--- config.mk ---
export PLATFORM = sky130hd
export DESIGN_NAME = multi_click_hold_detector
export DESIGN_NICKNAME = d
export VERILOG_FILES = /design/src/design/mchd_pkg.sv /design/src/design/mchd_cfg.sv /design/src/design/mchd_step.sv /design/src/design/multi_click_hold_detector.sv
export SDC_FILE = /design/constraint.sdc
export NUM_CORES = 1
export LEC_CHECK = 0
export ABC_AREA = 1
export BUFFER_PORTS_ARGS = -buffer_cell sky130_fd_sc_hd__buf_2
export CAP_MARGIN = 20
export CORE_UTILIZATION = 45
export CTS_CLUSTER_SIZE = 8
export DETAILED_ROUTE_END_ITERATION = 12
export HOLD_SLACK_MARGIN = 0.1
export PLACE_DENSITY = 0.69
export SLEW_MARGIN = 0
export SYNTH_ARGS = -nofsm -noshare
export SYNTH_HDL_FRONTEND = slang
export SYNTH_HIERARCHICAL = 1
export SYNTH_SLANG_ARGS = --single-unit
--- constraint.sdc ---
create_clock -name clk_i -period 5.45 [get_ports clk_i]
set_input_delay 1.09 -clock clk_i [delete_from_list [all_inputs] [get_ports clk_i]]
set_output_delay 1.09 -clock clk_i [all_outputs]
set_load 0.02 [all_outputs]
--- src/design/mchd_pkg.sv ---
// Shared types and constants for the multi-click and hold detector.
// No dependencies; used by every other file of the block.
`default_nettype none

package mchd_pkg;

  // Default width of the internal timestamp arithmetic.
  localparam int unsigned TimeBitsDefault = 32;

  // Field widths of the streams and the configuration port.
  localparam int unsigned NowWidth   = 32;
  localparam int unsigned CountWidth = 8;
  localparam int unsigned MsWidth    = 16;
  localparam int unsigned CfgIdxWidth = 4;

  // Configuration register indexes.
  typedef enum logic [CfgIdxWidth-1:0] {
    CFG_ENABLE = 4'd0,
    CFG_NOISE  = 4'd1,
    CFG_HOLD   = 4'd2,
    CFG_GAP    = 4'd3
  } cfg_idx_e;

  // Register values after reset.
  localparam logic               EnableReset = 1'b1;
  localparam logic [MsWidth-1:0] NoiseReset  = 16'd30;
  localparam logic [MsWidth-1:0] HoldReset   = 16'd800;
  localparam logic [MsWidth-1:0] GapReset    = 16'd400;

  // Kinds of event reported on the result stream.
  typedef enum logic [1:0] {
    EV_CLICK      = 2'd0,
    EV_HOLD_START = 2'd1,
    EV_HOLD_END   = 2'd2
  } event_e;

  // Configuration as seen by the detector core.
  typedef struct packed {
    logic               enable;
    logic [MsWidth-1:0] noise_ms;
    logic [MsWidth-1:0] hold_ms;
    logic [MsWidth-1:0] gap_ms;
  } cfg_t;

  // One event produced by the core for a poll.
  typedef struct packed {
    logic                  valid;
    event_e                kind;
    logic [CountWidth-1:0] count;
  } event_t;

endpackage

`default_nettype wire

--- src/design/mchd_cfg.sv ---
// Configuration register file of the multi-click and hold detector.
// Depends on mchd_pkg for the register indexes, reset values and cfg_t.
`default_nettype none

module mchd_cfg (
  input  wire logic                              clk_i,
  input  wire logic                              rst_ni,
  input  wire logic                              cfg_valid_i,
  output      logic                              cfg_ready_o,
  input  wire logic [mchd_pkg::CfgIdxWidth-1:0]  cfg_index_i,
  input  wire logic [mchd_pkg::MsWidth-1:0]      cfg_wdata_i,
  output      mchd_pkg::cfg_t                    cfg_o
);

  mchd_pkg::cfg_t cfg_q, cfg_d;

  // Writes are always taken; an unknown index leaves everything unchanged.
  assign cfg_ready_o = 1'b1;

  always_comb begin
    cfg_d = cfg_q;
    if (cfg_valid_i) begin
      unique case (cfg_index_i)
        mchd_pkg::CFG_ENABLE: cfg_d.enable   = cfg_wdata_i[0];
        mchd_pkg::CFG_NOISE:  cfg_d.noise_ms = cfg_wdata_i;
        mchd_pkg::CFG_HOLD:   cfg_d.hold_ms  = cfg_wdata_i;
        mchd_pkg::CFG_GAP:    cfg_d.gap_ms   = cfg_wdata_i;
        default:              cfg_d = cfg_q;
      endcase
    end
  end

  always_ff @(posedge clk_i or negedge rst_ni) begin
    if (!rst_ni) begin
      cfg_q.enable   <= mchd_pkg::EnableReset;
      cfg_q.noise_ms <= mchd_pkg::NoiseReset;
      cfg_q.hold_ms  <= mchd_pkg::HoldReset;
      cfg_q.gap_ms   <= mchd_pkg::GapReset;
    end else begin
      cfg_q <= cfg_d;
    end
  end

  assign cfg_o = cfg_q;

endmodule

`default_nettype wire

--- src/design/mchd_step.sv ---
// Detector core: phase machine, click counter, stored level and change time.
// Depends on mchd_pkg for cfg_t, event_t and the event kinds.
`default_nettype none

module mchd_step #(
  parameter int unsigned TIME_BITS = mchd_pkg::TimeBitsDefault
) (
  input  wire logic                          clk_i,
  input  wire logic                          rst_ni,
  input  wire logic                          fire_i,
  input  wire logic                          level_i,
  input  wire logic [mchd_pkg::NowWidth-1:0] now_ms_i,
  input  wire mchd_pkg::cfg_t                cfg_i,
  output      mchd_pkg::event_t              event_o
);

  typedef enum logic [1:0] {
    PH_IDLE         = 2'd0,
    PH_WAIT_RELEASE = 2'd1,
    PH_WAIT_PRESS   = 2'd2,
    PH_HOLD         = 2'd3
  } phase_e;

  localparam logic [mchd_pkg::CountWidth-1:0] CountMax = '1;

  phase_e                            phase_q, phase_d;
  logic [mchd_pkg::CountWidth-1:0]   clicks_q, clicks_d;
  logic                              prev_level_q, prev_level_d;
  logic [TIME_BITS-1:0]              last_ms_q, last_ms_d;

  logic [63:0]          now_wide, noise_wide, hold_wide, gap_wide;
  logic [TIME_BITS-1:0] now_t, noise_t, hold_t, gap_t, elapsed;
  logic                 changed, press_edge, release_edge;

  // Timestamps and thresholds are brought to the internal time width.
  assign now_wide   = {32'd0, now_ms_i};
  assign noise_wide = {48'd0, cfg_i.noise_ms};
  assign hold_wide  = {48'd0, cfg_i.hold_ms};
  assign gap_wide   = {48'd0, cfg_i.gap_ms};
  assign now_t      = now_wide[TIME_BITS-1:0];
  assign noise_t    = noise_wide[TIME_BITS-1:0];
  assign hold_t     = hold_wide[TIME_BITS-1:0];
  assign gap_t      = gap_wide[TIME_BITS-1:0];

  assign elapsed      = now_t - last_ms_q;
  assign changed      = level_i != prev_level_q;
  assign press_edge   = !level_i && prev_level_q;
  assign release_edge = level_i && !prev_level_q;

  always_comb begin
    phase_d       = phase_q;
    clicks_d      = clicks_q;
    prev_level_d  = prev_level_q;
    last_ms_d     = last_ms_q;
    event_o.valid = 1'b0;
    event_o.kind  = mchd_pkg::EV_CLICK;
    event_o.count = clicks_q;

    if (fire_i && cfg_i.enable) begin
      if (changed && (elapsed < noise_t)) begin
        // Noise: only the stored level and time move.
        prev_level_d = level_i;
        last_ms_d    = now_t;
      end else begin
        unique case (phase_q)
          PH_IDLE: begin
            if (press_edge) phase_d = PH_WAIT_RELEASE;
          end
          PH_WAIT_RELEASE: begin
            if (elapsed > hold_t) begin
              phase_d       = PH_HOLD;
              event_o.valid = 1'b1;
              event_o.kind  = mchd_pkg::EV_HOLD_START;
            end else if (release_edge) begin
              phase_d = PH_WAIT_PRESS;
              if (clicks_q != CountMax) clicks_d = clicks_q + 1'b1;
            end
          end
          PH_WAIT_PRESS: begin
            if (elapsed > gap_t) begin
              phase_d       = PH_IDLE;
              clicks_d      = '0;
              event_o.valid = 1'b1;
              event_o.kind  = mchd_pkg::EV_CLICK;
            end else if (press_edge) begin
              phase_d = PH_WAIT_RELEASE;
            end
          end
          PH_HOLD: begin
            if (release_edge) begin
              phase_d       = PH_IDLE;
              clicks_d      = '0;
              event_o.valid = 1'b1;
              event_o.kind  = mchd_pkg::EV_HOLD_END;
              event_o.count = '0;
            end
          end
          default: phase_d = PH_IDLE;
        endcase
        if (changed) begin
          prev_level_d = level_i;
          last_ms_d    = now_t;
        end
      end
    end
  end

  always_ff @(posedge clk_i or negedge rst_ni) begin
    if (!rst_ni) begin
      phase_q      <= PH_IDLE;
      clicks_q     <= '0;
      prev_level_q <= 1'b1;
      last_ms_q    <= '0;
    end else begin
      phase_q      <= phase_d;
      clicks_q     <= clicks_d;
      prev_level_q <= prev_level_d;
      last_ms_q    <= last_ms_d;
    end
  end

endmodule

`default_nettype wire

--- src/design/multi_click_hold_detector.sv ---
// Top level of the multi-click and hold detector: input register, core, result register.
// Depends on mchd_pkg, mchd_cfg and mchd_step.
//
// Usage. Each request on the slave stream is one poll of an active-low button:
// the sampled line level and a millisecond timestamp. The detector reports at
// most one event per poll on the master stream: a finished click sequence with
// its count, the start of a hold with the clicks before it, or the end of a hold.
// Polls that produce no event are consumed silently.
// A poll accepted on the slave stream is first held in the input register, then
// evaluated by the core; its event is held in the result register and presented
// from there on the master stream.
// Throughput: one poll per cycle while the event receiver does not stall; the phase
// machine has no busy state, so consecutive polls flow without gaps.
// When the receiver stalls, the result register holds its event and the input
// register holds one more poll; s_axis_tready falls only when both are full, and
// rises again in the same cycle that m_axis_tready takes the waiting event.
// Configuration writes are always accepted on the cfg channel and should be made
// only while no poll is in flight.
// Reset (asynchronous, active low) empties both registers, returns the machine to
// idle with no clicks, a released line and a change time of zero, and loads the
// register defaults: enabled, noise 30 ms, hold 800 ms, gap 400 ms.
`default_nettype none

module multi_click_hold_detector #(
  parameter int unsigned TIME_BITS = mchd_pkg::TimeBitsDefault
) (
  input  wire logic                              clk_i,
  input  wire logic                              rst_ni,
  // Poll stream.
  input  wire logic                              s_axis_tvalid,
  output      logic                              s_axis_tready,
  input  wire logic [39:0]                       s_axis_tdata,  // [0] level, [32:1] now_ms
  // Event stream.
  output      logic                              m_axis_tvalid,
  input  wire logic                              m_axis_tready,
  output      logic [7:0]                        m_axis_tdata,  // [7:0] click_count
  output      logic [1:0]                        m_axis_tuser,  // [1:0] event_kind
  // Configuration write channel.
  input  wire logic                              cfg_valid_i,
  output      logic                              cfg_ready_o,
  input  wire logic [mchd_pkg::CfgIdxWidth-1:0]  cfg_index_i,
  input  wire logic [mchd_pkg::MsWidth-1:0]      cfg_wdata_i
);

  mchd_pkg::cfg_t   cfg;
  mchd_pkg::event_t step_event;

  logic                          in_valid_q;
  logic                          in_level_q;
  logic [mchd_pkg::NowWidth-1:0] in_now_q;
  logic                          out_valid_q;
  mchd_pkg::event_e              out_kind_q;
  logic [mchd_pkg::CountWidth-1:0] out_count_q;
  logic                          advance;

  // The held poll moves on whenever the result register is free or being emptied.
  assign advance       = !out_valid_q || m_axis_tready;
  assign s_axis_tready = !in_valid_q || advance;

  mchd_cfg u_cfg (
    .clk_i       (clk_i),
    .rst_ni      (rst_ni),
    .cfg_valid_i (cfg_valid_i),
    .cfg_ready_o (cfg_ready_o),
    .cfg_index_i (cfg_index_i),
    .cfg_wdata_i (cfg_wdata_i),
    .cfg_o       (cfg)
  );

  mchd_step #(
    .TIME_BITS (TIME_BITS)
  ) u_step (
    .clk_i    (clk_i),
    .rst_ni   (rst_ni),
    .fire_i   (in_valid_q && advance),
    .level_i  (in_level_q),
    .now_ms_i (in_now_q),
    .cfg_i    (cfg),
    .event_o  (step_event)
  );

  // Input register: control is reset, payload only loads on a request.
  always_ff @(posedge clk_i or negedge rst_ni) begin
    if (!rst_ni) begin
      in_valid_q <= 1'b0;
    end else if (s_axis_tready) begin
      in_valid_q <= s_axis_tvalid;
    end
  end

  always_ff @(posedge clk_i) begin
    if (s_axis_tvalid && s_axis_tready) begin
      in_level_q <= s_axis_tdata[0];
      in_now_q   <= s_axis_tdata[32:1];
    end
  end

  // Result register: filled only by polls that raise an event.
  always_ff @(posedge clk_i or negedge rst_ni) begin
    if (!rst_ni) begin
      out_valid_q <= 1'b0;
    end else if (advance) begin
      out_valid_q <= in_valid_q && step_event.valid;
    end
  end

  always_ff @(posedge clk_i) begin
    if (advance && in_valid_q && step_event.valid) begin
      out_kind_q  <= step_event.kind;
      out_count_q <= step_event.count;
    end
  end

  assign m_axis_tvalid = out_valid_q;
  assign m_axis_tdata  = out_count_q;
  assign m_axis_tuser  = out_kind_q;

endmodule

`default_nettype wire

==> impl_metrics.prom, run 1 <==
# TYPE chip_impl_metric gauge
chip_impl_info{name="status",value="completed"} 1
chip_impl_metric{name="die_height",unit="µm"} 147.8
chip_impl_metric{name="avgSynthCellArea",unit="µm²"} 7.323
chip_impl_metric{name="route.vias.total",unit=""} 8186
chip_impl_metric{name="cts_hold_repair.buffers",unit=""} 0
chip_impl_metric{name="placement_rows",unit=""} 52
chip_impl_metric{name="final-max-slew-violation-count",unit=""} 0
chip_impl_info{name="critPathKind",value="reg -> reg"} 1
chip_impl_info{name="post-synth-top-count-cell",value="nand2_1"} 1
chip_impl_metric{name="gr-usage-met3",unit="%"} 4.105
chip_impl_info{name="worstSetupEndpointType",value="flip-flop"} 1
chip_impl_metric{name="final_layout_size_suffix_gt1_share",unit="%"} 12.48
chip_impl_metric{name="dr.pass1.iters",unit=""} 6
chip_impl_metric{name="ys_seq_area_share",unit="%"} 38.22
chip_impl_metric{name="max-vdd-ir-drop",unit="mV"} 0.2425
chip_impl_metric{name="grt_pass1_vias",unit=""} 8032
chip_impl_metric{name="grt_antenna_before_repair",unit=""} 0
chip_impl_metric{name="clk_pin_slew_worst_paths",unit="ns"} 0.07
chip_impl_info{name="timing.critical_path.to",value="m_axis_tuser[0]"} 1
chip_impl_info{name="synth_top_cells_by_count",value="nand2_1, inv_1, nor2_1"} 1
chip_impl_metric{name="track_usage",unit="%"} 22.08
chip_impl_metric{name="clk_path_buf_depth",unit=""} 2
chip_impl_metric{name="dpl.hpwl",unit="µm"} 16680
chip_impl_metric{name="global_route.usage.met1",unit="%"} 27.17
chip_impl_metric{name="detail_route.iter0.violations",unit=""} 499
chip_impl_metric{name="num-fill-cells",unit=""} 2083
chip_impl_metric{name="avgRoutedWirePerCell",unit="µm"} 13.62
chip_impl_metric{name="design_area",unit="µm²"} 10700
chip_impl_metric{name="post_drt_via_cell_ratio",unit=""} 4.943
chip_impl_metric{name="wirelength",unit="µm"} 22560
chip_impl_metric{name="tritoncts.num_buffers",unit=""} 17
chip_impl_metric{name="synth_edf_count",unit=""} 43
chip_impl_metric{name="layout_worst_path_cycle_share",unit="%"} 81.54
chip_impl_metric{name="post-place-ws",unit="ns"} 1.156
chip_impl_metric{name="finClkSkew",unit="ns"} 0.01167
chip_impl_metric{name="post_cts.resized_instances",unit=""} 0
chip_impl_metric{name="critPathArrivalTime",unit="ns"} 4.50
chip_impl_metric{name="critical_path_peak_fanout",unit=""} 10
chip_impl_metric{name="clock-sinks",unit=""} 137
chip_impl_metric{name="timing.final.setup_violations",unit=""} 0
chip_impl_metric{name="cts.repair_timing.setup_buffer_count",unit=""} 0
chip_impl_metric{name="antenna_violating_nets_post_route",unit=""} 0
chip_impl_metric{name="fin_util",unit="%"} 52.03
chip_impl_info{name="tritoncts",value="done"} 1
chip_impl_info{name="worstHoldPathType",value="reg -> reg"} 1
chip_impl_metric{name="p_leak",unit="µW"} 0.005894
chip_impl_metric{name="postSynth.asyncResetShare",unit="%"} 68.61
chip_impl_metric{name="drc",unit=""} 0
chip_impl_metric{name="synth.cell_area",unit="µm²"} 9572
chip_impl_metric{name="grt_remaining_overflow",unit=""} 0
chip_impl_info{name="critical_path.startpoint",value="u_step/last_ms_q[0]"} 1
chip_impl_metric{name="grt_start_max_net_pins",unit=""} 66
chip_impl_metric{name="setup.reg_to_reg.worst_slack",unit="ns"} 1.01
chip_impl_metric{name="grt_first_pass_wirelength",unit="µm"} 37870
chip_impl_info{name="hold_path_startpoint",value="u_cfg/cfg_o[36]"} 1
chip_impl_metric{name="floorplan.initialDensity",unit="%"} 46.56
chip_impl_metric{name="io_buffer_count",unit=""} 69
chip_impl_metric{name="syn_nets",unit=""} 1454
chip_impl_metric{name="worst-endpoint-required",unit="ns"} 5.51
chip_impl_info{name="timing.rr.end",value="m_axis_tuser[0]"} 1
chip_impl_metric{name="setup_slack",unit="ns"} 1.006
chip_impl_info{name="cp-start-kind",value="flip-flop"} 1
chip_impl_metric{name="fmax",unit="MHz"} 225.0
chip_impl_info{name="top_usage_layer",value="met2"} 1
chip_impl_metric{name="ys.warnings.count",unit=""} 6
chip_impl_metric{name="synth_largest_type_area_fraction",unit="%"} 21.44
chip_impl_metric{name="core_area",unit="µm²"} 20560
chip_impl_metric{name="top_level_ports",unit=""} 78
chip_impl_metric{name="period_needed",unit="ns"} 4.444
chip_impl_info{name="ys_dominant_reg_cell",value="dfrtp_1"} 1
chip_impl_metric{name="dpl-instance-area",unit="µm²"} 10110
chip_impl_metric{name="post_synthesis_to_final_layout_area_growth",unit="%"} 11.75
chip_impl_info{name="synth.top_cells.by_area",value="dfrtp_1, nand2_1, edfxtp_1"} 1
chip_impl_metric{name="syn-instance-count",unit=""} 1307
chip_impl_metric{name="worst_skew_pair.late_latency",unit="ns"} 0.43
chip_impl_metric{name="timing_worst_slew_pin_value",unit="ns"} 0.8979
chip_impl_metric{name="grt_util_met2",unit="%"} 38.92
chip_impl_metric{name="antennaDiodeCount",unit=""} 0
chip_impl_metric{name="finalSetupTns",unit="ns"} 0
chip_impl_metric{name="cts-htree-levels",unit=""} 4
chip_impl_metric{name="hold-worst-slack",unit="ns"} 0.4634
chip_impl_metric{name="worstRegToRegCells",unit=""} 21
chip_impl_info{name="cts-root-buf",value="clkbuf_16"} 1
chip_impl_info{name="synth_area_leader",value="dfrtp_1"} 1
chip_impl_info{name="crit-reg2reg-launch",value="u_step/last_ms_q[0]"} 1
chip_impl_metric{name="die_area",unit="µm²"} 21860
chip_impl_info{name="rsz_0062_raised_after_global_routing",value="false"} 1
chip_impl_metric{name="die_width",unit="µm"} 147.8
chip_impl_metric{name="timing.slew.headroom",unit="%"} 39.92
chip_impl_metric{name="gp_routability_congestion",unit=""} 0.9306
chip_impl_metric{name="synth_seq_cells",unit=""} 137
chip_impl_metric{name="synth.distinct_cells",unit=""} 46
chip_impl_metric{name="final_nets",unit=""} 1520
chip_impl_metric{name="pwr_density_cell",unit="nW/µm²"} 554.4
chip_impl_metric{name="max_cap_violations",unit=""} 0
chip_impl_metric{name="finalHoldViolCount",unit=""} 0
area by class of cell:
| class | instances | area (µm²) | share of cell area, % |
|---|---|---|---|
| Timing Repair Buffer | 72 | 382.9 | 3.579 |
| Clock buffer | 18 | 439.2 | 4.106 |
| Inverter | 250 | 938.4 | 8.773 |
| Clock inverter | 14 | 123.9 | 1.158 |
| Sequential cell | 137 | 3659 | 34.20 |
| Tap cell | 270 | 337.8 | 3.158 |
| Multi-Input combinational cell | 895 | 4816 | 45.02 |
flip-flops by register name, summed over array words and instances (netlist names), 2 cells and up:
signal and cells:
u_step/clicks_q 8, u_step/phase_q 2, in_now_q 32, m_axis_tdata 8
u_cfg/cfg_o 49, u_step/last_ms_q 32, m_axis_tuser 2
cell families after synthesis:
| kind of cell | Yosys count | synth area share (%) |
|---|---|---|
| multiplexers | 1 | 0.1176 |
| other | 1 | 0.03918 |
| flip-flops | 137 | 38.22 |
| buffers and inverters | 275 | 11.46 |
| AO/OA/AOI/OAI | 99 | 5.621 |
| XOR/XNOR | 20 | 1.830 |
| AND/OR/NAND/NOR | 692 | 31.91 |
| adder cells (fa/ha/maj) | 82 | 10.80 |
stage by stage:
stage / power [µW] / instances
floorplan: 3935 / 1307
global placement: 4651 / 1623
detailed placement: 4754 / 1623
CTS: 5930 / 1655
global route: 6530 / 1656
finish: 5930 / 1656
cell usage in the layout, fill, tap and decap left out, types with 4 or more instances in the layout:
| cell | netlist | routed |
|---|---|---|
| nor2_1 | 100 | 100 |
| buf_2 | 4 | 68 |
| and2_1 | 4 | 4 |
| xor2_1 | 18 | 18 |
| nand3_4 | 4 | 4 |
| nand4_1 | 60 | 60 |
| edfxtp_1 | 43 | 43 |
| clkbuf_16 | 0 | 17 |
| nor3_1 | 10 | 10 |
| nand3_1 | 31 | 31 |
| nor2_2 | 8 | 8 |
| nand2_2 | 11 | 11 |
| dfrtp_1 | 82 | 82 |
| ha_1 | 81 | 81 |
| a21oi_1 | 68 | 68 |
| o21ai_0 | 8 | 8 |
| nand3_2 | 6 | 6 |
| o21ai_1 | 8 | 8 |
| inv_1 | 234 | 234 |
| inv_2 | 15 | 15 |
| dfstp_2 | 12 | 12 |
| inv_6 | 0 | 6 |
| nand2_1 | 441 | 441 |
worst max-delay path, cell delays in order (launching register included):
cell       delay [ns]
dfrtp_1          0.39
ha_1             0.23
fa_1             0.42
inv_1            0.10
nand3_1          0.07
nand3_1          0.18
nand2_1          0.07
nand2_1          0.15
xor2_1           0.42
ha_1             0.19
nand2_1          0.07
nor3_1           0.24
nand2_1          0.08
o2111ai_1        0.07
nand2_1          0.14
nand3_2          0.13
nand2_4          0.08
nand2_1          0.10
nand2_1          0.10
inv_1            0.09
inv_1            0.04
nor2_1           0.69
where the power goes:
| part | internal (µW) | switching, µW | total (µW) |
|---|---|---|---|
| Sequential | 1310 | 115 | 1420 |
| Clock | 613 | 511 | 1120 |
| Combinational | 1190 | 2190 | 3380 |
worst min-delay path by stage:
| stage | to | cells past startpoint |
|---|---|---|
| 2_1_floorplan | u_cfg/cfg_o[10] | 2 |
| 3_3_place_gp | u_cfg/cfg_o[4] | 2 |
| 3_5_place_dp | u_cfg/cfg_o[36] | 2 |
| 4_1_cts | u_cfg/cfg_o[36] | 2 |
| 5_1_grt | u_cfg/cfg_o[34] | 2 |
| 6_report | u_cfg/cfg_o[36] | 2 |
routing by layer:
| metal | up-vias | wire length, µm |
|---|---|---|
| li1 | 4243 | - |
| met1 | 3761 | 10070 |
| met2 | 158 | 11200 |
| met3 | 24 | 906 |
| met4 | 0 | 379 |
| met5 | - | 0 |
(Power assumes the default switching activity.)
==> run 2, diff against run 1 <==
==> constraint.sdc (replaced) <==
create_clock -name clk_i -period 4.2 [get_ports clk_i]
set_input_delay 0.84 -clock clk_i [delete_from_list [all_inputs] [get_ports clk_i]]
set_output_delay 0.84 -clock clk_i [all_outputs]
set_load 0.02 [all_outputs]
==> impl_metrics.prom, run 2 (synthesis results as in run 1) <==
# TYPE chip_impl_metric gauge
chip_impl_metric{name="grt_first_pass_wirelength",unit="µm"} 38790
chip_impl_info{name="timing.rr.end",value="m_axis_tuser[1]"} 1
chip_impl_metric{name="post-place-ws",unit="ns"} 0.04518
chip_impl_metric{name="dpl.hpwl",unit="µm"} 17000
chip_impl_metric{name="post_synthesis_to_final_layout_area_growth",unit="%"} 14.25
chip_impl_metric{name="num-fill-cells",unit=""} 2068
chip_impl_metric{name="setup.reg_to_reg.worst_slack",unit="ns"} 0.44
chip_impl_metric{name="clock-sinks",unit=""} 137
chip_impl_metric{name="detail_route.iter0.violations",unit=""} 602
chip_impl_metric{name="layout_worst_path_cycle_share",unit="%"} 89.54
chip_impl_metric{name="pwr-share-clk",unit="%"} 19.8
chip_impl_metric{name="p_leak",unit="µW"} 0.006035
chip_impl_metric{name="setup_slack",unit="ns"} 0.4394
chip_impl_info{name="worstSetupEndpointType",value="flip-flop"} 1
chip_impl_info{name="status",value="completed"} 1
chip_impl_info{name="crit_slowest_cell",value="fa_1"} 1
chip_impl_metric{name="power.total",unit="µW"} 8057
chip_impl_metric{name="netSwitchingPower",unit="µW"} 3642
chip_impl_info{name="timing.critical_path.to",value="m_axis_tuser[1]"} 1
chip_impl_metric{name="gp_routability_congestion",unit=""} 0.9014
chip_impl_metric{name="timing_worst_slew_pin_value",unit="ns"} 0.7604
chip_impl_metric{name="tritoncts.num_buffers",unit=""} 17
chip_impl_info{name="cp_common_cell",value="nand2_1"} 1
chip_impl_metric{name="critical_path_peak_fanout",unit=""} 10
chip_impl_metric{name="worst-endpoint-required",unit="ns"} 4.30
chip_impl_metric{name="placement_rows",unit=""} 52
chip_impl_metric{name="design_area",unit="µm²"} 10940
chip_impl_metric{name="flip_flop_count_of_the_largest_register_all_copies_and_words_added",unit=""} 49
chip_impl_metric{name="top_level_ports",unit=""} 78
chip_impl_metric{name="clk_path_buf_depth",unit=""} 2
chip_impl_metric{name="antenna_violating_nets_post_route",unit=""} 0
chip_impl_metric{name="final-max-slew-violation-count",unit=""} 0
chip_impl_metric{name="io_buffer_count",unit=""} 69
chip_impl_metric{name="period_needed",unit="ns"} 3.761
chip_impl_metric{name="seqPwrFrac",unit="%"} 22.9
chip_impl_metric{name="power.combinational.fraction",unit="%"} 57.3
chip_impl_metric{name="post_drt_via_cell_ratio",unit=""} 4.910
chip_impl_metric{name="final_layout_size_suffix_gt1_share",unit="%"} 13.97
chip_impl_metric{name="worst_skew_pair.late_latency",unit="ns"} 0.42
chip_impl_metric{name="die_height",unit="µm"} 147.8
chip_impl_info{name="worstHoldPathType",value="in -> async"} 1
chip_impl_metric{name="grt_pass1_vias",unit=""} 8232
chip_impl_info{name="leading_cell_type_in_the_layout_fill_and_taps_excluded",value="nand2_1"} 1
chip_impl_metric{name="cts-htree-levels",unit=""} 4
chip_impl_metric{name="timing.slew.headroom",unit="%"} 49.31
chip_impl_metric{name="timing.final.setup_violations",unit=""} 0
chip_impl_metric{name="wirelength",unit="µm"} 22640
chip_impl_metric{name="drc",unit=""} 0
chip_impl_metric{name="finalHoldViolCount",unit=""} 0
chip_impl_info{name="crit_chain",value="ha_1 -> fa_1 -> inv_1 -> nand3_1 -> nand3_1 -> nand2_1 -> nand2_1 -> xor2_1 -> buf_4 -> ha_1 -> nand2_1 -> nor4_1 -> nand2_1 -> nand2_1 -> nand2_1 -> nand3_1 -> a21oi_1 -> nand2_1 -> nand2_1 -> inv_1 -> inv_1 -> nor2_4"} 1
chip_impl_metric{name="worstRegToRegCells",unit=""} 22
chip_impl_metric{name="route.vias.total",unit=""} 8248
chip_impl_metric{name="netSwitchingFraction",unit="%"} 45.20
chip_impl_metric{name="core_area",unit="µm²"} 20560
chip_impl_metric{name="final_nets",unit=""} 1544
chip_impl_info{name="mostFrequentLayoutCells",value="nand2_1, inv_1, nor2_1"} 1
chip_impl_metric{name="dr.pass1.iters",unit=""} 5
chip_impl_metric{name="grt_start_max_net_pins",unit=""} 54
chip_impl_metric{name="grt_antenna_before_repair",unit=""} 0
chip_impl_metric{name="clk_pin_slew_worst_paths",unit="ns"} 0.07
chip_impl_metric{name="cpPeakStageDelay",unit="ns"} 0.42
chip_impl_metric{name="die_area",unit="µm²"} 21860
chip_impl_metric{name="floorplan.initialDensity",unit="%"} 46.56
chip_impl_metric{name="finClkSkew",unit="ns"} 0.01011
chip_impl_metric{name="track_usage",unit="%"} 22.50
chip_impl_metric{name="die_width",unit="µm"} 147.8
chip_impl_info{name="tritoncts",value="done"} 1
chip_impl_info{name="critPathKind",value="reg -> reg"} 1
chip_impl_metric{name="avgRoutedWirePerCell",unit="µm"} 13.47
chip_impl_info{name="rsz_0062_raised_after_global_routing",value="false"} 1
chip_impl_info{name="cts-root-buf",value="clkbuf_16"} 1
chip_impl_metric{name="dpl-instance-area",unit="µm²"} 10300
chip_impl_metric{name="max-vdd-ir-drop",unit="mV"} 0.3341
chip_impl_metric{name="cellInternalPower",unit="µW"} 4415
chip_impl_metric{name="critPathArrivalTime",unit="ns"} 3.86
chip_impl_metric{name="antennaDiodeCount",unit=""} 0
chip_impl_info{name="cp-start-kind",value="flip-flop"} 1
chip_impl_info{name="critical_path.startpoint",value="u_step/last_ms_q[0]"} 1
chip_impl_metric{name="pwr_density_cell",unit="nW/µm²"} 736.8
chip_impl_metric{name="fmax",unit="MHz"} 265.9
chip_impl_metric{name="max_cap_violations",unit=""} 0
chip_impl_metric{name="grt_remaining_overflow",unit=""} 0
chip_impl_metric{name="cts.repair_timing.setup_buffer_count",unit=""} 0
chip_impl_metric{name="finalSetupTns",unit="ns"} 0
chip_impl_info{name="crit-reg2reg-launch",value="u_step/last_ms_q[0]"} 1
## run 2: changes by cell type in the layout (fill, tap and decap cells not counted), sizes merged
cell / previous run / this run
inv: 260 / 256
buf: 72 / 96
clkbuf: 18 / 20
clkinv: 3 / 4
bufinv: 0 / 2
clkinvlp: 1 / 0
## run 2: stage by stage
step	utilization, %	hold slack (ns)	cells
after global placement	50.10	0.4528	1648
after detailed placement	50.10	0.4562	1648
after global routing	53.19	0.4723	1680
after CTS	53.15	0.4367	1680
after floorplan	-	0.4419	1307
final	53.19	0.4272	1680
## run 2: worst max-delay path: cells and delay by family (launching register included)
kind	cells	cell delay, ns
AOI/OAI and AO/OA	1	0.06
xor gates and xnor gates	1	0.08
adders and majority gates	3	0.90
buffers and inverters	4	0.43
DFF	1	0.39
and+or+nand+nor	13	1.61
## run 2: area by class of cell
class                   count  area (µm²)  area share (%)
well taps                 270       337.8           3.089
repair buffers             96       550.5           5.034
clock inverters            12       147.6           1.350
clock buffers              20       479.2           4.382
inverters                 250       938.4           8.581
multi-input cells         895        4823           44.11
flip-flops and latches    137        3659           33.46
## run 2: layer usage
| metal | up-vias | wire length, µm | track usage [%] |
|---|---|---|---|
| met1 | 3788 | 10190 | 27.84 |
| met4 | 0 | 333 | 7.268 |
| li1 | 4301 | - | - |
| met5 | - | 0 | 0 |
| met3 | 28 | 865 | 3.580 |
| met2 | 131 | 11240 | 39.86 |
## run 2: worst min-delay path by stage
stage / cells past startpoint / end / slack (ns)
detailed placement: 2 / u_cfg/cfg_o[8] / 0.46
global route: 1 / u_cfg/cfg_o[26] / 0.47
global placement: 2 / u_cfg/cfg_o[7] / 0.45
CTS: 1 / u_step/last_ms_q[13] / 0.44
floorplan: 2 / u_cfg/cfg_o[10] / 0.44
finish: 1 / u_step/last_ms_q[13] / 0.43
## run 2: repair_timing
item                                    in CTS  in global routing
resized for setup                            0                  2
endpoints found under the setup margin       0                 10
hold buffers                                 0                  0
## run 2: power groups by stage
stage | sequential [µW] | clock (µW) | combinational, µW
6_report | 1840 | 1600 | 4620
5_1_grt | 1880 | 1680 | 5320
4_1_cts | 1850 | 1630 | 4620
3_5_place_dp | 1870 | 0 | 4560
3_3_place_gp | 1860 | 0 | 4430
2_1_floorplan | 1820 | 0 | 3280
==> run 3, diff against run 2 <==
--- a/config.mk
+++ b/config.mk
@@ -12,6 +12,7 @@
 export CTS_CLUSTER_SIZE = 8
 export DETAILED_ROUTE_END_ITERATION = 12
 export HOLD_SLACK_MARGIN = 0.1
+export MAX_ROUTING_LAYER = met4
 export PLACE_DENSITY = 0.69
 export SLEW_MARGIN = 0
 export SYNTH_ARGS = -nofsm -noshare
==> impl_metrics.prom, run 3 (synthesis results as in run 1) <==
# TYPE chip_impl_metric gauge
chip_impl_metric{name="fin_cells",unit=""} 1691
chip_impl_metric{name="max-vdd-ir-drop",unit="mV"} 0.3272
chip_impl_metric{name="gp_routability_congestion",unit=""} 0.9018
chip_impl_metric{name="grt_remaining_overflow",unit=""} 0
chip_impl_metric{name="finClkSkew",unit="ns"} 0.009384
chip_impl_info{name="critPathKind",value="reg -> reg"} 1
chip_impl_metric{name="finalHoldViolCount",unit=""} 0
chip_impl_metric{name="critical_path_peak_fanout",unit=""} 10
chip_impl_info{name="leading_cell_type_in_the_layout_fill_and_taps_excluded",value="nand2_1"} 1
chip_impl_info{name="cp-start-kind",value="flip-flop"} 1
chip_impl_metric{name="flip_flop_count_of_the_largest_register_all_copies_and_words_added",unit=""} 49
chip_impl_metric{name="grt_pass1_vias",unit=""} 8198
chip_impl_info{name="tritoncts",value="done"} 1
chip_impl_metric{name="final-max-slew-violation-count",unit=""} 0
chip_impl_metric{name="tritoncts.num_buffers",unit=""} 17
chip_impl_metric{name="worst_skew_pair.late_latency",unit="ns"} 0.43
chip_impl_metric{name="post_synthesis_to_final_layout_area_growth",unit="%"} 14.95
chip_impl_metric{name="dpl.hpwl",unit="µm"} 17070
chip_impl_metric{name="wirelength",unit="µm"} 22920
chip_impl_metric{name="core_area",unit="µm²"} 20560
chip_impl_metric{name="route.vias.total",unit=""} 8257
chip_impl_metric{name="num-fill-cells",unit=""} 1999
chip_impl_metric{name="antenna_violating_nets_post_route",unit=""} 0
chip_impl_metric{name="die_width",unit="µm"} 147.8
chip_impl_metric{name="track_usage",unit="%"} 23.14
chip_impl_metric{name="placement_rows",unit=""} 52
chip_impl_metric{name="avgRoutedWirePerCell",unit="µm"} 13.55
chip_impl_metric{name="max_cap_violations",unit=""} 0
chip_impl_metric{name="critPathArrivalTime",unit="ns"} 3.91
chip_impl_info{name="mostFrequentLayoutCells",value="nand2_1, inv_1, nor2_1"} 1
chip_impl_metric{name="grt_first_pass_wirelength",unit="µm"} 38600
chip_impl_metric{name="io_buffer_count",unit=""} 69
chip_impl_metric{name="grt_antenna_before_repair",unit=""} 0
chip_impl_metric{name="post_drt_via_cell_ratio",unit=""} 4.883
chip_impl_metric{name="power.total",unit="µW"} 8116
chip_impl_metric{name="final_layout_size_suffix_gt1_share",unit="%"} 14.71
chip_impl_info{name="cts-root-buf",value="clkbuf_16"} 1
chip_impl_metric{name="die_area",unit="µm²"} 21860
chip_impl_metric{name="grt_start_max_net_pins",unit=""} 54
chip_impl_metric{name="p_leak",unit="µW"} 0.006083
chip_impl_metric{name="worst-endpoint-required",unit="ns"} 4.35
chip_impl_metric{name="number_of_placed_instances_taps_included",unit=""} 1658
chip_impl_metric{name="die_height",unit="µm"} 147.8
chip_impl_metric{name="layout_worst_path_cycle_share",unit="%"} 89.70
chip_impl_metric{name="floorplan.initialDensity",unit="%"} 46.56
chip_impl_metric{name="period_needed",unit="ns"} 3.767
chip_impl_info{name="worstSetupEndpointType",value="flip-flop"} 1
chip_impl_metric{name="timing.final.setup_violations",unit=""} 0
chip_impl_metric{name="dr.pass1.iters",unit=""} 5
chip_impl_metric{name="detail_route.iter0.violations",unit=""} 465
chip_impl_metric{name="clk_path_buf_depth",unit=""} 2
chip_impl_metric{name="top_level_ports",unit=""} 78
chip_impl_metric{name="fmax",unit="MHz"} 265.4
chip_impl_info{name="rsz_0062_raised_after_global_routing",value="false"} 1
chip_impl_metric{name="clock-sinks",unit=""} 137
chip_impl_metric{name="timing.slew.headroom",unit="%"} 48.62
chip_impl_metric{name="cts_hold_repair.buffers",unit=""} 0
chip_impl_metric{name="drc",unit=""} 0
chip_impl_metric{name="cts-htree-levels",unit=""} 4
chip_impl_metric{name="pwr_density_cell",unit="nW/µm²"} 737.6
chip_impl_metric{name="antennaDiodeCount",unit=""} 0
chip_impl_metric{name="clk_pin_slew_worst_paths",unit="ns"} 0.06
chip_impl_metric{name="timing_worst_slew_pin_value",unit="ns"} 0.7708
chip_impl_metric{name="final_nets",unit=""} 1555
chip_impl_info{name="status",value="completed"} 1
chip_impl_info{name="worstHoldPathType",value="in -> async"} 1
==> run 3: timing repair <==
action / 4_1_cts / 5_1_grt
pin swaps: 0 / 1
gates resized for setup: 1 / 1
buffers inserted: 0 / 1
endpoints found under the setup margin: 10 / 10
endpoints found under the hold margin: 0 / 0
==> run 3: per-stage QoR <==
step           util (%)  setup WS [ns]  setup TNS [ns]  instance area, µm²  hold WS [ns]
2_1_floorplan         -         0.7194               0                9572        0.4419
3_3_place_gp      50.47        0.08039               0               10380        0.4526
3_5_place_dp      50.47       -0.02195         -0.2170               10380        0.4534
4_1_cts           53.40         0.1626               0               10980        0.4629
5_1_grt           53.52        0.05378               0               11000        0.4742
6_report          53.52         0.4327               0               11000        0.4441
==> run 3: cell type report <==
cell class | count | area, µm² | share of cell area, %
Clock buffer | 20 | 478.0 | 4.344
Clock inverter | 12 | 121.4 | 1.103
Tap cell | 270 | 337.8 | 3.070
Inverter | 250 | 938.4 | 8.529
Sequential cell | 137 | 3659 | 33.25
Multi-Input combinational cell | 895 | 4823 | 43.84
Timing Repair Buffer | 107 | 645.6 | 5.868
==> run 3: path summary, 6_finish.rpt <==
| path | cells past startpoint | endpoint | slack, ns | startpoint |
|---|---|---|---|---|
| max | 25 | m_axis_tuser[0] | 0.43 | in_now_q[5] |
| min | 1 | u_step/last_ms_q[10] | 0.44 | rst_ni |
| max reg2reg | 25 | m_axis_tuser[0] | 0.43 | in_now_q[5] |
| min reg2reg | 2 | u_cfg/cfg_o[33] | 0.46 | u_cfg/cfg_o[33] |
| max in group asynchronous | 2 | u_step/prev_level_q | 2.88 | rst_ni |
| min in group clk_i | 2 | u_cfg/cfg_o[33] | 0.46 | u_cfg/cfg_o[33] |
==> run 3: per-layer routing <==
| metal | wire, µm | track usage (%) |
|---|---|---|
| met5 | 0 | - |
| met1 | 10380 | 27.34 |
| met2 | 11520 | 40.47 |
| met3 | 740 | 4.228 |
| met4 | 276 | 5.876 |
==> run 3: worst max-delay path, cell delays in order (launching register included) <==
cell and delay [ns]:
edfxtp_1 0.40, ha_1 0.38, nand2_1 0.13, inv_1 0.07, a21oi_1 0.17, nand2_2 0.11
nand2_1 0.07, nand2_1 0.07, xor2_1 0.17, buf_4 0.16, ha_1 0.29, nand2_1 0.06
inv_1 0.07, nand3_1 0.10, nor3_1 0.24, nand2_1 0.12, o2111ai_1 0.09, nand2_1 0.12
nand3_2 0.12, nand2_4 0.05, nand2_1 0.07, nand2_1 0.06, inv_1 0.07, inv_1 0.06
nor2_4 0.11, buf_12 0.14
==> run 3: where the power goes <==
part	leakage, µW	internal [µW]	switching, µW
Clock	0.000300	896	618
Sequential	0.00155	1700	148
Combinational	0.00423	1850	2910
Total	0.00608	4440	3680
